## config.mk

```make
export PLATFORM = sky130hd
export DESIGN_NAME = utf16_to_utf8_transcoder
export DESIGN_NICKNAME = d
export VERILOG_FILES = /design/src/hdl/u2u8_pkg.sv /design/src/hdl/u2u8_front.sv /design/src/hdl/u2u8_queue.sv /design/src/hdl/u2u8_back.sv /design/src/hdl/utf16_to_utf8_transcoder.sv
export SDC_FILE = /design/constraint.sdc
export NUM_CORES = 1
export LEC_CHECK = 0
export BUFFER_PORTS_ARGS = -buffer_cell sky130_fd_sc_hd__buf_2
export CAP_MARGIN = 20
export CORE_MARGIN = 1
export CORE_UTILIZATION = 30
export CTS_CLUSTER_SIZE = 24
export DETAILED_ROUTE_END_ITERATION = 16
export GPL_TIMING_DRIVEN = 0
export HOLD_SLACK_MARGIN = 0.12
export PLACE_DENSITY = 0.53
export SYNTH_ARGS = -nofsm -noshare
export SYNTH_HDL_FRONTEND = slang
export SYNTH_HIERARCHICAL = 1
export SYNTH_SLANG_ARGS = --single-unit
```

## constraint.sdc

```tcl
create_clock -name clock -period 5.6 [get_ports clock]
set_clock_uncertainty 0.1 [all_clocks]
set_input_delay 0.84 -clock clock [delete_from_list [all_inputs] [get_ports clock]]
set_output_delay 0.84 -clock clock [all_outputs]
set_load 0.05 [all_outputs]
```

## src/hdl/u2u8_pkg.sv

```systemverilog
`default_nettype none

package u2u8_pkg;

   localparam int CodeUnitWidth  = 16;
   localparam int CodePointWidth = 21;
   localparam int ByteWidth      = 8;
   localparam int SurBitsWidth   = 10;

   // upper six bits of a surrogate code unit
   localparam logic [5:0] SurHighTag = 6'b110110;
   localparam logic [5:0] SurLowTag  = 6'b110111;

   localparam logic [CodePointWidth-1:0] PlaneOne = 21'h010000;
   localparam logic [CodePointWidth-1:0] Limit1B  = 21'h000080;
   localparam logic [CodePointWidth-1:0] Limit2B  = 21'h000800;
   localparam logic [CodePointWidth-1:0] Limit3B  = 21'h010000;

   // user bits of the result channel
   localparam int UserDoneBit  = 0;
   localparam int UserErrorBit = 1;
   localparam int UserWidth    = 2;

   typedef struct packed {
      logic [CodePointWidth-1:0] code_point;
      logic                      error;
      logic                      string_end;
   } u2u8_job_type;

   typedef struct packed {
      logic full;
      logic empty;
   } u2u8_queue_status_type;

endpackage

`default_nettype wire

```

## src/hdl/u2u8_front.sv

```systemverilog
`default_nettype none

module u2u8_front
   import u2u8_pkg::*;
(
   input  wire logic                       clock,
   input  wire logic                       reset,
   input  wire logic                       req_tvalid,
   output logic                            req_tready,
   input  wire logic [CodeUnitWidth-1:0]   req_tdata,
   input  wire logic                       req_tlast,
   input  wire u2u8_queue_status_type      queue_status,
   output logic                            push,
   output u2u8_job_type                    push_job
);

   logic                    high_pending_ff, high_pending_in;
   logic [SurBitsWidth-1:0] high_bits_ff, high_bits_in;
   logic                    discarding_ff, discarding_in;
   logic                    accept;
   logic                    is_high;
   logic                    is_low;
   logic [CodePointWidth-1:0] pair_cp;

   assign req_tready = !queue_status.full;
   assign accept     = req_tvalid && req_tready;
   assign is_high    = req_tdata[15:10] == SurHighTag;
   assign is_low     = req_tdata[15:10] == SurLowTag;
   assign pair_cp    = {1'b0, high_bits_ff, req_tdata[SurBitsWidth-1:0]} + PlaneOne;

   always_comb begin
      high_pending_in = high_pending_ff;
      high_bits_in    = high_bits_ff;
      discarding_in   = discarding_ff;
      push            = 1'b0;
      push_job.code_point = {{(CodePointWidth-CodeUnitWidth){1'b0}}, req_tdata};
      push_job.error      = 1'b0;
      push_job.string_end = req_tlast;
      if (accept) begin
         if (discarding_ff) begin
            // string already flagged, only its end reports again
            push           = req_tlast;
            push_job.error = 1'b1;
         end else if (high_pending_ff) begin
            high_pending_in = 1'b0;
            push            = 1'b1;
            if (is_low) begin
               push_job.code_point = pair_cp;
            end else begin
               push_job.error = 1'b1;
               discarding_in  = 1'b1;
            end
         end else if (is_high) begin
            if (req_tlast) begin
               push           = 1'b1;
               push_job.error = 1'b1;
            end else begin
               high_pending_in = 1'b1;
               high_bits_in    = req_tdata[SurBitsWidth-1:0];
            end
         end else if (is_low) begin
            push           = 1'b1;
            push_job.error = 1'b1;
            discarding_in  = 1'b1;
         end else begin
            push = 1'b1;
         end
         if (req_tlast) begin
            high_pending_in = 1'b0;
            high_bits_in    = '0;
            discarding_in   = 1'b0;
         end
      end
   end

   always_ff @(posedge clock) begin
      if (reset) begin
         high_pending_ff <= 1'b0;
         high_bits_ff    <= '0;
         discarding_ff   <= 1'b0;
      end else begin
         high_pending_ff <= high_pending_in;
         high_bits_ff    <= high_bits_in;
         discarding_ff   <= discarding_in;
      end
   end

   // an error always drops the held high surrogate
   assert property (@(posedge clock) disable iff (reset)
      !(high_pending_ff && discarding_ff))
      else $error("held surrogate while discarding");

endmodule

`default_nettype wire

```

## src/hdl/u2u8_queue.sv

```systemverilog
`default_nettype none

module u2u8_queue
   import u2u8_pkg::*;
#(
   parameter int Depth = 4
)
(
   input  wire logic                  clock,
   input  wire logic                  reset,
   input  wire logic                  push,
   input  wire u2u8_job_type          push_job,
   input  wire logic                  pop,
   output u2u8_job_type               head_job,
   output u2u8_queue_status_type      status
);

   localparam int PtrWidth   = (Depth > 1) ? $clog2(Depth) : 1;
   localparam int CountWidth = $clog2(Depth + 1);
   localparam logic [PtrWidth-1:0]   LastPtr   = PtrWidth'(Depth - 1);
   localparam logic [CountWidth-1:0] FullCount = CountWidth'(Depth);

   u2u8_job_type              entry_ff [Depth];
   logic [PtrWidth-1:0]       wr_ptr_ff, wr_ptr_in;
   logic [PtrWidth-1:0]       rd_ptr_ff, rd_ptr_in;
   logic [CountWidth-1:0]     count_ff, count_in;

   assign head_job     = entry_ff[rd_ptr_ff];
   assign status.full  = count_ff == FullCount;
   assign status.empty = count_ff == '0;

   always_comb begin
      wr_ptr_in = wr_ptr_ff;
      rd_ptr_in = rd_ptr_ff;
      count_in  = count_ff;
      if (push) begin
         wr_ptr_in = (wr_ptr_ff == LastPtr) ? '0 : wr_ptr_ff + 1'b1;
      end
      if (pop) begin
         rd_ptr_in = (rd_ptr_ff == LastPtr) ? '0 : rd_ptr_ff + 1'b1;
      end
      if (push && !pop) begin
         count_in = count_ff + 1'b1;
      end else if (pop && !push) begin
         count_in = count_ff - 1'b1;
      end
   end

   always_ff @(posedge clock) begin
      if (reset) begin
         wr_ptr_ff <= '0;
         rd_ptr_ff <= '0;
         count_ff  <= '0;
      end else begin
         wr_ptr_ff <= wr_ptr_in;
         rd_ptr_ff <= rd_ptr_in;
         count_ff  <= count_in;
      end
   end

   always_ff @(posedge clock) begin
      if (push) begin
         entry_ff[wr_ptr_ff] <= push_job;
      end
   end

   assert property (@(posedge clock) disable iff (reset) push |-> !status.full)
      else $error("queue overflow");

   assert property (@(posedge clock) disable iff (reset) pop |-> !status.empty)
      else $error("queue underflow");

endmodule

`default_nettype wire

```

## src/hdl/u2u8_back.sv

```systemverilog
`default_nettype none

module u2u8_back
   import u2u8_pkg::*;
(
   input  wire logic                  clock,
   input  wire logic                  reset,
   input  wire u2u8_job_type          head_job,
   input  wire u2u8_queue_status_type queue_status,
   output logic                       pop,
   output logic                       rsp_tvalid,
   input  wire logic                  rsp_tready,
   output logic [ByteWidth-1:0]       rsp_tdata,
   output logic                       rsp_tlast,
   output logic [UserWidth-1:0]       rsp_tuser
);

   u2u8_job_type          cur_ff;
   logic                  cur_valid_ff, cur_valid_in;
   logic [1:0]            idx_ff, idx_in;
   logic                  rsp_tvalid_ff;
   logic [ByteWidth-1:0]  rsp_tdata_ff;
   logic                  rsp_tlast_ff;
   logic [UserWidth-1:0]  rsp_tuser_ff;

   logic                  advance;
   logic                  emit;
   logic [1:0]            last_idx;
   logic                  cur_last;
   logic [ByteWidth-1:0]  cur_byte;
   logic [CodePointWidth-1:0] cp;

   assign cp       = cur_ff.code_point;
   assign advance  = !rsp_tvalid_ff || rsp_tready;
   assign emit     = cur_valid_ff && advance;
   assign cur_last = idx_ff == last_idx;
   assign pop      = !queue_status.empty && (!cur_valid_ff || (emit && cur_last));

   always_comb begin
      if (cur_ff.error || cp < Limit1B) begin
         last_idx = 2'd0;
      end else if (cp < Limit2B) begin
         last_idx = 2'd1;
      end else if (cp < Limit3B) begin
         last_idx = 2'd2;
      end else begin
         last_idx = 2'd3;
      end
   end

   // lead byte carries the length, the rest six bits each
   always_comb begin
      cur_byte = {2'b10, cp[5:0]};
      case (last_idx)
         2'd0: begin
            cur_byte = cur_ff.error ? '0 : {1'b0, cp[6:0]};
         end
         2'd1: begin
            if (idx_ff == 2'd0) cur_byte = {3'b110, cp[10:6]};
         end
         2'd2: begin
            case (idx_ff)
               2'd0:    cur_byte = {4'b1110, cp[15:12]};
               2'd1:    cur_byte = {2'b10, cp[11:6]};
               default: cur_byte = {2'b10, cp[5:0]};
            endcase
         end
         default: begin
            case (idx_ff)
               2'd0:    cur_byte = {5'b11110, cp[20:18]};
               2'd1:    cur_byte = {2'b10, cp[17:12]};
               2'd2:    cur_byte = {2'b10, cp[11:6]};
               default: cur_byte = {2'b10, cp[5:0]};
            endcase
         end
      endcase
   end

   always_comb begin
      idx_in       = idx_ff;
      cur_valid_in = cur_valid_ff;
      if (emit) begin
         idx_in = cur_last ? 2'd0 : idx_ff + 2'd1;
         if (cur_last) cur_valid_in = 1'b0;
      end
      if (pop) cur_valid_in = 1'b1;
   end

   always_ff @(posedge clock) begin
      if (reset) begin
         cur_valid_ff  <= 1'b0;
         idx_ff        <= '0;
         rsp_tvalid_ff <= 1'b0;
      end else begin
         cur_valid_ff <= cur_valid_in;
         idx_ff       <= idx_in;
         if (advance) rsp_tvalid_ff <= cur_valid_ff;
      end
      if (pop) cur_ff <= head_job;
      if (emit) begin
         rsp_tdata_ff               <= cur_byte;
         rsp_tlast_ff               <= cur_last;
         rsp_tuser_ff[UserDoneBit]  <= cur_last && cur_ff.string_end;
         rsp_tuser_ff[UserErrorBit] <= cur_ff.error;
      end
   end

   assign rsp_tvalid = rsp_tvalid_ff;
   assign rsp_tdata  = rsp_tdata_ff;
   assign rsp_tlast  = rsp_tlast_ff;
   assign rsp_tuser  = rsp_tuser_ff;

   // an error is a single zero byte that closes its run
   assert property (@(posedge clock) disable iff (reset)
      (rsp_tvalid && rsp_tuser[UserErrorBit]) |-> (rsp_tlast && rsp_tdata == '0))
      else $error("malformed error result");

endmodule

`default_nettype wire

```

## src/hdl/utf16_to_utf8_transcoder.sv

```systemverilog
// UTF-16 to UTF-8 transcoder.
// req_ channel: one UTF-16 code unit per request, tlast on the final unit of
// a string. rsp_ channel: one UTF-8 byte per result, most significant first,
// tlast on the last byte caused by a unit, tuser flags end of string and error.
// A front stage tracks surrogate pairs and error state and queues one job per
// unit that yields output; a back stage serializes each job into bytes.
// The first byte of a unit passes the queue, the back stage's job register and
// the output register. The output register gives one byte per cycle while
// rsp_tready is high, so a unit gives one to three bytes (a surrogate pair four,
// over its two units); a held high surrogate and a discarded unit give no output.
// An error gives a single zero byte with the error flag; later units of that
// string give nothing until its final unit, which gives one more error byte.
// Reset clears the surrogate and error state and empties the job queue.
// When rsp_tready is low the output register holds; the queue of QueueDepth
// jobs keeps accepting until full, then req_tready drops.
`default_nettype none

module utf16_to_utf8_transcoder
   import u2u8_pkg::*;
#(
   parameter int QueueDepth = 4
)
(
   input  wire logic                      clock,
   input  wire logic                      reset,
   input  wire logic                      req_tvalid,
   output logic                           req_tready,
   input  wire logic [CodeUnitWidth-1:0]  req_tdata,   // [15:0] code_unit
   input  wire logic                      req_tlast,   // string_end
   output logic                           rsp_tvalid,
   input  wire logic                      rsp_tready,
   output logic [ByteWidth-1:0]           rsp_tdata,   // [7:0] utf8_byte
   output logic                           rsp_tlast,   // run_last
   output logic [UserWidth-1:0]           rsp_tuser    // [0] string_done, [1] error
);

   u2u8_queue_status_type queue_status;
   u2u8_job_type          push_job;
   u2u8_job_type          head_job;
   logic                  push;
   logic                  pop;

   u2u8_front u_front (
      .clock        (clock),
      .reset        (reset),
      .req_tvalid   (req_tvalid),
      .req_tready   (req_tready),
      .req_tdata    (req_tdata),
      .req_tlast    (req_tlast),
      .queue_status (queue_status),
      .push         (push),
      .push_job     (push_job)
   );

   u2u8_queue #(
      .Depth (QueueDepth)
   ) u_queue (
      .clock    (clock),
      .reset    (reset),
      .push     (push),
      .push_job (push_job),
      .pop      (pop),
      .head_job (head_job),
      .status   (queue_status)
   );

   u2u8_back u_back (
      .clock        (clock),
      .reset        (reset),
      .head_job     (head_job),
      .queue_status (queue_status),
      .pop          (pop),
      .rsp_tvalid   (rsp_tvalid),
      .rsp_tready   (rsp_tready),
      .rsp_tdata    (rsp_tdata),
      .rsp_tlast    (rsp_tlast),
      .rsp_tuser    (rsp_tuser)
   );

endmodule

`default_nettype wire
```

==> run_results.csv, run 1 <==
group,metric,value,unit
run_status,status,"completed",
synthesis,synth_xor_area_share,0.542,%
clock_network,cts_root_buf,"clkbuf_16",
timing,fmax,288,MHz
placement,dp_hpwl,9.27,mm
power_and_ir_drop,ir_worst_vdd,0.212,mV
synthesis,synth_simple_gate_area_share,7.71,%
synthesis,yosysSeqAreaShare,66.3,%
critical_path,r2r_cells,12,
timing,setup_tns,0,ps
grt,grt_max_degree,18,
drt,via_per_inst,4.93,
finish,drive_gt1_share,27.6,%
synthesis,synth.area.top_cells,"edfxtp_1 (59%), dfxtp_1 (7.7%), mux4_2 (7.0%), ha_1 (2.3%), nor2_1 (1.4%)",
timing,rsz0062_at_grt,"no",
critical_path,critPathArrivalTime,3730,ps
clock_network,path_clk_slew,60,ps
drt,ant_nets,0,
grt,grt_pass1_vias,3696,
clock_network,ctsResizeCount,0,
hold_path,hold_class,"register to register",
drt,dr_wl_met3,633,um
finish,areaGrowthSynthToFinish,18.2,%
synthesis,async_flop_share,0,%
power_and_ir_drop,power_leakage,2.62,nW
die,dieArea,0.0221,sq mm
drt,drc,0,
drt,first_pass_iters,5,
grt,antenna_found_initial,0,
die,die_w,149,um
clock_network,cts_buffer_depth,2,
die,row_count,53,
die,die-height,149,um
clock_network,htreeDepth,4,
die,io_pins,34,
drt,maxUsedRoutingLayer,"met4",
clock_network,ctsHoldBuffers,0,
synthesis,synth_compound_area_share,8.81,%
clock_network,post-cts-setup-buffers,0,
placement,preCtsSetupSlack,2120,ps
synthesis,syn_inst,398,
drt,met2_length,6.20,mm
power_and_ir_drop,power.density,502,mW/mm^2
synthesis,synthAdderAreaFrac,2.63,%
job,max_cap_viol_count,0,
clock_network,clk_latency,420,ps
synthesis,ys.flop_type,"edfxtp_1",
hold_path,hold_depth,1,
placement,port_buffers,33,
grt,grt_overflow_total,0,
critical_path,rrSetupSlack,2120,ps
timing,final.min_clock_period,3480,ps
timing,finalSetupViolCount,0,
drt,num_vias,3660,
synthesis,netlist.area_leader.share,58.6,%
synthesis,syn_avg_cell_area,16.2,sq um
critical_path,required,5850,ps
finish,nets,489,
clock_network,numCtsBuffers,17,
timing,worstMarginPinSlew,708,ps
critical_path,start_kind,"register",
critical_path,critPathCaptureType,"register",
placement,place_congestion,0.883,
finish,final_area,0.00763,sq mm
die,design.core.area,0.0211,sq mm
drt,wl_met1,5.87,mm
die,initial_core_util,30.6,%
timing,period_share,62.1,%
drt,drtIter0Drc,241,
timing,slew_headroom,52.8,%
timing,final_max_slew_viol_count,0,
critical_path,worstPathMaxFanout,10,
placement,place_area,0.00710,sq mm
synthesis,synthMuxAreaShare,10.6,%
synthesis,synth.cells.most_frequent,"edfxtp_1 (126), dfxtp_1 (25), nor2_1 (24)",
synthesis,ys_seq_elements,151,
clock_network,cts_tree,"built",
clock_network,cts_sinks,151,
synthesis,syn_nets,432,
synthesis,synth_edf_count,126,
synthesis,ys_warn_count,6,
drt,wirelength,12.9,mm
critical_path,path_class,"register to register",
synthesis,synth_top_cell_by_area,"edfxtp_1",
synthesis,yosysMostFrequentCell,"edfxtp_1",
synthesis,synth_top_family_by_area,"multiplexers",
finish,antenna_cells,0,
timing,setup_slack,2120,ps
grt,grt_pass1_wl,20.3,mm
grt,grt_util_all_layers,12.5,%
synthesis,syn_area,0.00646,sq mm
timing,final_hold_viol_count,0,
drt,wire_per_inst,17.4,um
finish,utilization,36.2,%
synthesis,yosys.cell_types.count,66,
## layout by cell type, fill, tap and decap left out, types with 3 or more instances in the layout
| cell | netlist | layout |
|---|---|---|
| a222oi_1 | 3 | 3 |
| o21ai_0 | 11 | 11 |
| a31o_2 | 3 | 3 |
| inv_1 | 14 | 14 |
| clkbuf_16 | 0 | 18 |
| nor2_1 | 24 | 24 |
| buf_16 | 0 | 4 |
| buf_4 | 11 | 11 |
| mux4_1 | 3 | 3 |
| xor2_1 | 3 | 3 |
| a22o_1 | 10 | 10 |
| ha_1 | 12 | 12 |
| dfxtp_1 | 25 | 25 |
| inv_6 | 0 | 4 |
| nand2_1 | 12 | 12 |
| nand2b_1 | 4 | 4 |
| or3_1 | 3 | 3 |
| a22oi_1 | 5 | 5 |
| mux4_2 | 20 | 20 |
| edfxtp_1 | 126 | 126 |
| o211ai_1 | 3 | 3 |
| mux2_1 | 5 | 5 |
| mux2_2 | 5 | 5 |
| clkinv_2 | 0 | 4 |
| buf_2 | 4 | 37 |
| a221oi_1 | 5 | 5 |
| nand3_1 | 7 | 7 |
| mux2i_1 | 4 | 4 |
| clkbuf_1 | 3 | 7 |
| and2_1 | 6 | 6 |
| a21oi_1 | 11 | 11 |
| o2111ai_1 | 3 | 3 |
## critical path, stage by stage (launching register included)
cell and delay [ps]:
edfxtp_1 460, or3_4 460, nor2_4 170, a31oi_2 160
or3_1 360, a31oi_2 560, inv_1 140, ha_1 240
inv_1 70, fa_1 170, xor2_1 70, or3_1 300
a21oi_1 140
## routing by layer
metal / global-route usage, % / vias to the layer above
met4: 4.85 / 0
li1: - / 1705
met5: 0 / -
met2: 19.9 / 97
met3: 3.88 / 24
met1: 15.9 / 1834
## per-stage QoR
stage | hold slack [ps] | std cells | total power [W]
floorplan | 342 | 398 | 0.00249
global placement | 364 | 706 | 0.00279
detailed placement | 363 | 711 | 0.00283
CTS | 381 | 743 | 0.00388
global route | 396 | 743 | 0.00402
finish | 376 | 743 | 0.00383
## logic make-up (layout without fill, tap and decap cells)
logic type,count (synthesis),in the layout
compound gates,75,75
xor+xnor,4,4
fa+ha+maj,13,13
buf+inv,36,106
flops,151,151
mux,37,37
simple gates,82,82
## path summary, 6_finish.rpt
| path | from | to |
|---|---|---|
| worst max-delay path | u_back/cp[12] | u_queue/count_ff[2] |
| worst min-delay path | u_front/high_bits_ff[1] | u_front/high_bits_ff[1] |
| worst max register to register | u_back/cp[12] | u_queue/count_ff[2] |
| worst min register to register | u_front/high_bits_ff[1] | u_front/high_bits_ff[1] |
## state kept, by name (all words and copies together) (netlist names), 2 cells and up, named ones only
name and cells:
u_queue/entry_ff 92, u_back/cp 21, u_front/high_bits_ff 10, u_back/rsp_tdata 8
u_queue/count_ff 3, u_back/cur_ff 2, u_back/idx_ff 2, u_back/rsp_tuser 2
u_queue/rd_ptr_ff 2, u_queue/wr_ptr_ff 2
## layout make-up
class / count / area [sq um]
buffer: 22 / 169
clock buffer: 22 / 465
clock inverter: 10 / 71.3
fill: 2017 / 13500
inverter: 14 / 52.6
multi-input combinational: 211 / 1960
sequential: 151 / 4280
tap: 275 / 344
timing repair buffer: 38 / 287
## report_power, final
group | internal, W | switching, W
Sequential | 0.00153 | 0.000160
Combinational | 0.000453 | 0.000652
Clock | 0.000596 | 0.000447
Power figures use the tool's default switching activity.
==> run 2, diff against run 1 <==
==> constraint.sdc (replaced) <==
create_clock -name clock -period 3.3 [get_ports clock]
set_clock_uncertainty 0.1 [all_clocks]
set_input_delay 0.495 -clock clock [delete_from_list [all_inputs] [get_ports clock]]
set_output_delay 0.495 -clock clock [all_outputs]
set_load 0.05 [all_outputs]
==> run_results.csv, run 2 (synthesized netlist as in run 1, its figures left out) <==
group,metric,value,unit
critical_path,rrSetupSlack,200,ps
clock_network,path_clk_slew,60,ps
timing,final.min_clock_period,3100,ps
grt,antenna_found_initial,0,
timing,period_share,93.9,%
finish,antenna_cells,0,
critical_path,critPathMaxStageDelay,480,ps
placement,dp_hpwl,9.32,mm
timing,worstMarginPinSlew,833,ps
finish,largest_reg_flops,92,
clock_network,ctsHoldBuffers,0,
placement,place_congestion,0.861,
grt,grt_overflow_total,0,
power_and_ir_drop,ir_worst_vdd,0.404,mV
timing,rsz0062_at_grt,"no",
finish,final_cell_mix,"edfxtp_1 (126), buf_2 (37), dfxtp_1 (25), nor2_1 (24), mux4_2 (20)",
power_and_ir_drop,p_total,0.00669,W
clock_network,numCtsBuffers,17,
job,max_cap_viol_count,0,
critical_path,start_kind,"register",
grt,grt_max_degree,17,
drt,first_pass_iters,4,
clock_network,clk_latency,420,ps
finish,drive_gt1_share,29.2,%
die,design.core.area,0.0211,sq mm
drt,drtIter0Drc,306,
hold_path,hold_class,"input port to register",
clock_network,cts_sinks,151,
die,dieArea,0.0221,sq mm
finish,regMostFlops,"u_queue/entry_ff",
die,io_pins,34,
timing,final_max_slew_viol_count,0,
die,die_w,149,um
grt,grt_util_all_layers,12.9,%
drt,via_per_inst,4.94,
critical_path,critPathCaptureType,"register",
power_and_ir_drop,power.density,865,mW/mm^2
drt,wire_per_inst,17.7,um
critical_path,critPathArrivalTime,3350,ps
drt,num_vias,3687,
clock_network,htreeDepth,4,
critical_path,path_class,"register to register",
timing,fmax,323,MHz
critical_path,crit_chain,"or3_4 -> nor2_4 -> o22ai_1 -> o21ai_2 -> a31oi_4 -> inv_1 -> ha_1 -> inv_1 -> fa_1 -> xor2_1 -> or3_1 -> a21oi_1",
critical_path,worst_path_most_repeated_cell,"inv_1",
finish,nets,493,
run_status,status,"completed",
timing,final_hold_viol_count,0,
die,row_count,53,
timing,setup_slack,201,ps
critical_path,required,3550,ps
finish,fill_cells,2031,
drt,ant_nets,0,
critical_path,slowest_stage,"edfxtp_1",
clock_network,cts_root_buf,"clkbuf_16",
clock_network,cts_buffer_depth,2,
timing,slew_headroom,44.3,%
placement,port_buffers,33,
finish,areaGrowthSynthToFinish,19.8,%
grt,grt_pass1_vias,3728,
grt,grt_pass1_wl,21.2,mm
placement,preCtsSetupSlack,-422,ps
timing,finalSetupViolCount,0,
die,initial_core_util,30.6,%
drt,drc,0,
critical_path,worstPathMaxFanout,6,
drt,wirelength,13.2,mm
die,die-height,149,um
clock_network,cts_tree,"built",
finish,final_common_cell,"edfxtp_1",
power_and_ir_drop,power_leakage,2.66,nW
[run 2: final cells by class]
cell class	count	area, sq um	share of cell area (%)
inverter	14	52.6	0.679
multi-input combinational	212	2000	25.9
timing repair buffer	41	305	3.95
tap	275	344	4.45
buffer	22	169	2.18
clock buffer	22	497	6.42
sequential	151	4280	55.4
clock inverter	10	82.6	1.07
[run 2: report_power, final]
| group | internal, W | switching [W] | total (W) |
|---|---|---|---|
| Clock | 0.00109 | 0.000775 | 0.00186 |
| Combinational | 0.000799 | 0.00115 | 0.00195 |
| Sequential | 0.00259 | 0.000287 | 0.00288 |
[run 2: stage by stage]
stage               std cells  utilization [%]  setup TNS [ps]  hold WS (ps)  area [sq um]
floorplan                 398                -               0           342          6470
global placement          706             33.1            -758           364          6980
detailed placement        710             33.6            -890           366          7090
CTS                       744             36.5               0           190          7690
global route              747             36.7               0           199          7740
finish                    747             36.7               0           204          7740
[run 2: timing repair]
action,CTS,global route
pin swaps,1,1
gates resized for setup,0,4
setup endpoints to repair,3,2
cloned,1,0
setup buffers,1,3
[run 2: worst paths after layout]
check,start,end,cells after the start
max,u_back/cp[15],u_queue/count_ff[2],12
min,req_tdata[6],u_front/high_bits_ff[6],2
max reg2reg,u_back/cp[15],u_queue/count_ff[2],12
min reg2reg,u_front/high_bits_ff[0],u_front/high_bits_ff[0],1
[run 2: routing by layer]
metal | vias to the layer above | GRT usage, % | part of all wire, %
met2 | 78 | 21.1 | 49
met1 | 1880 | 17.1 | 45
met4 | 0 | 4.69 | 1.3
met5 | - | 0 | 0
li1 | 1714 | - | -
met3 | 15 | 2.57 | 4.3
[run 2: critical path, delay by kind of cell, from the launching register on]
| kind | cells | cell delay (ps) |
|---|---|---|
| flops | 1 | 480 |
| buf+inv | 2 | 170 |
| xor+xnor | 1 | 150 |
| fa+ha+maj | 2 | 550 |
| compound gates | 4 | 650 |
| simple gates | 3 | 930 |
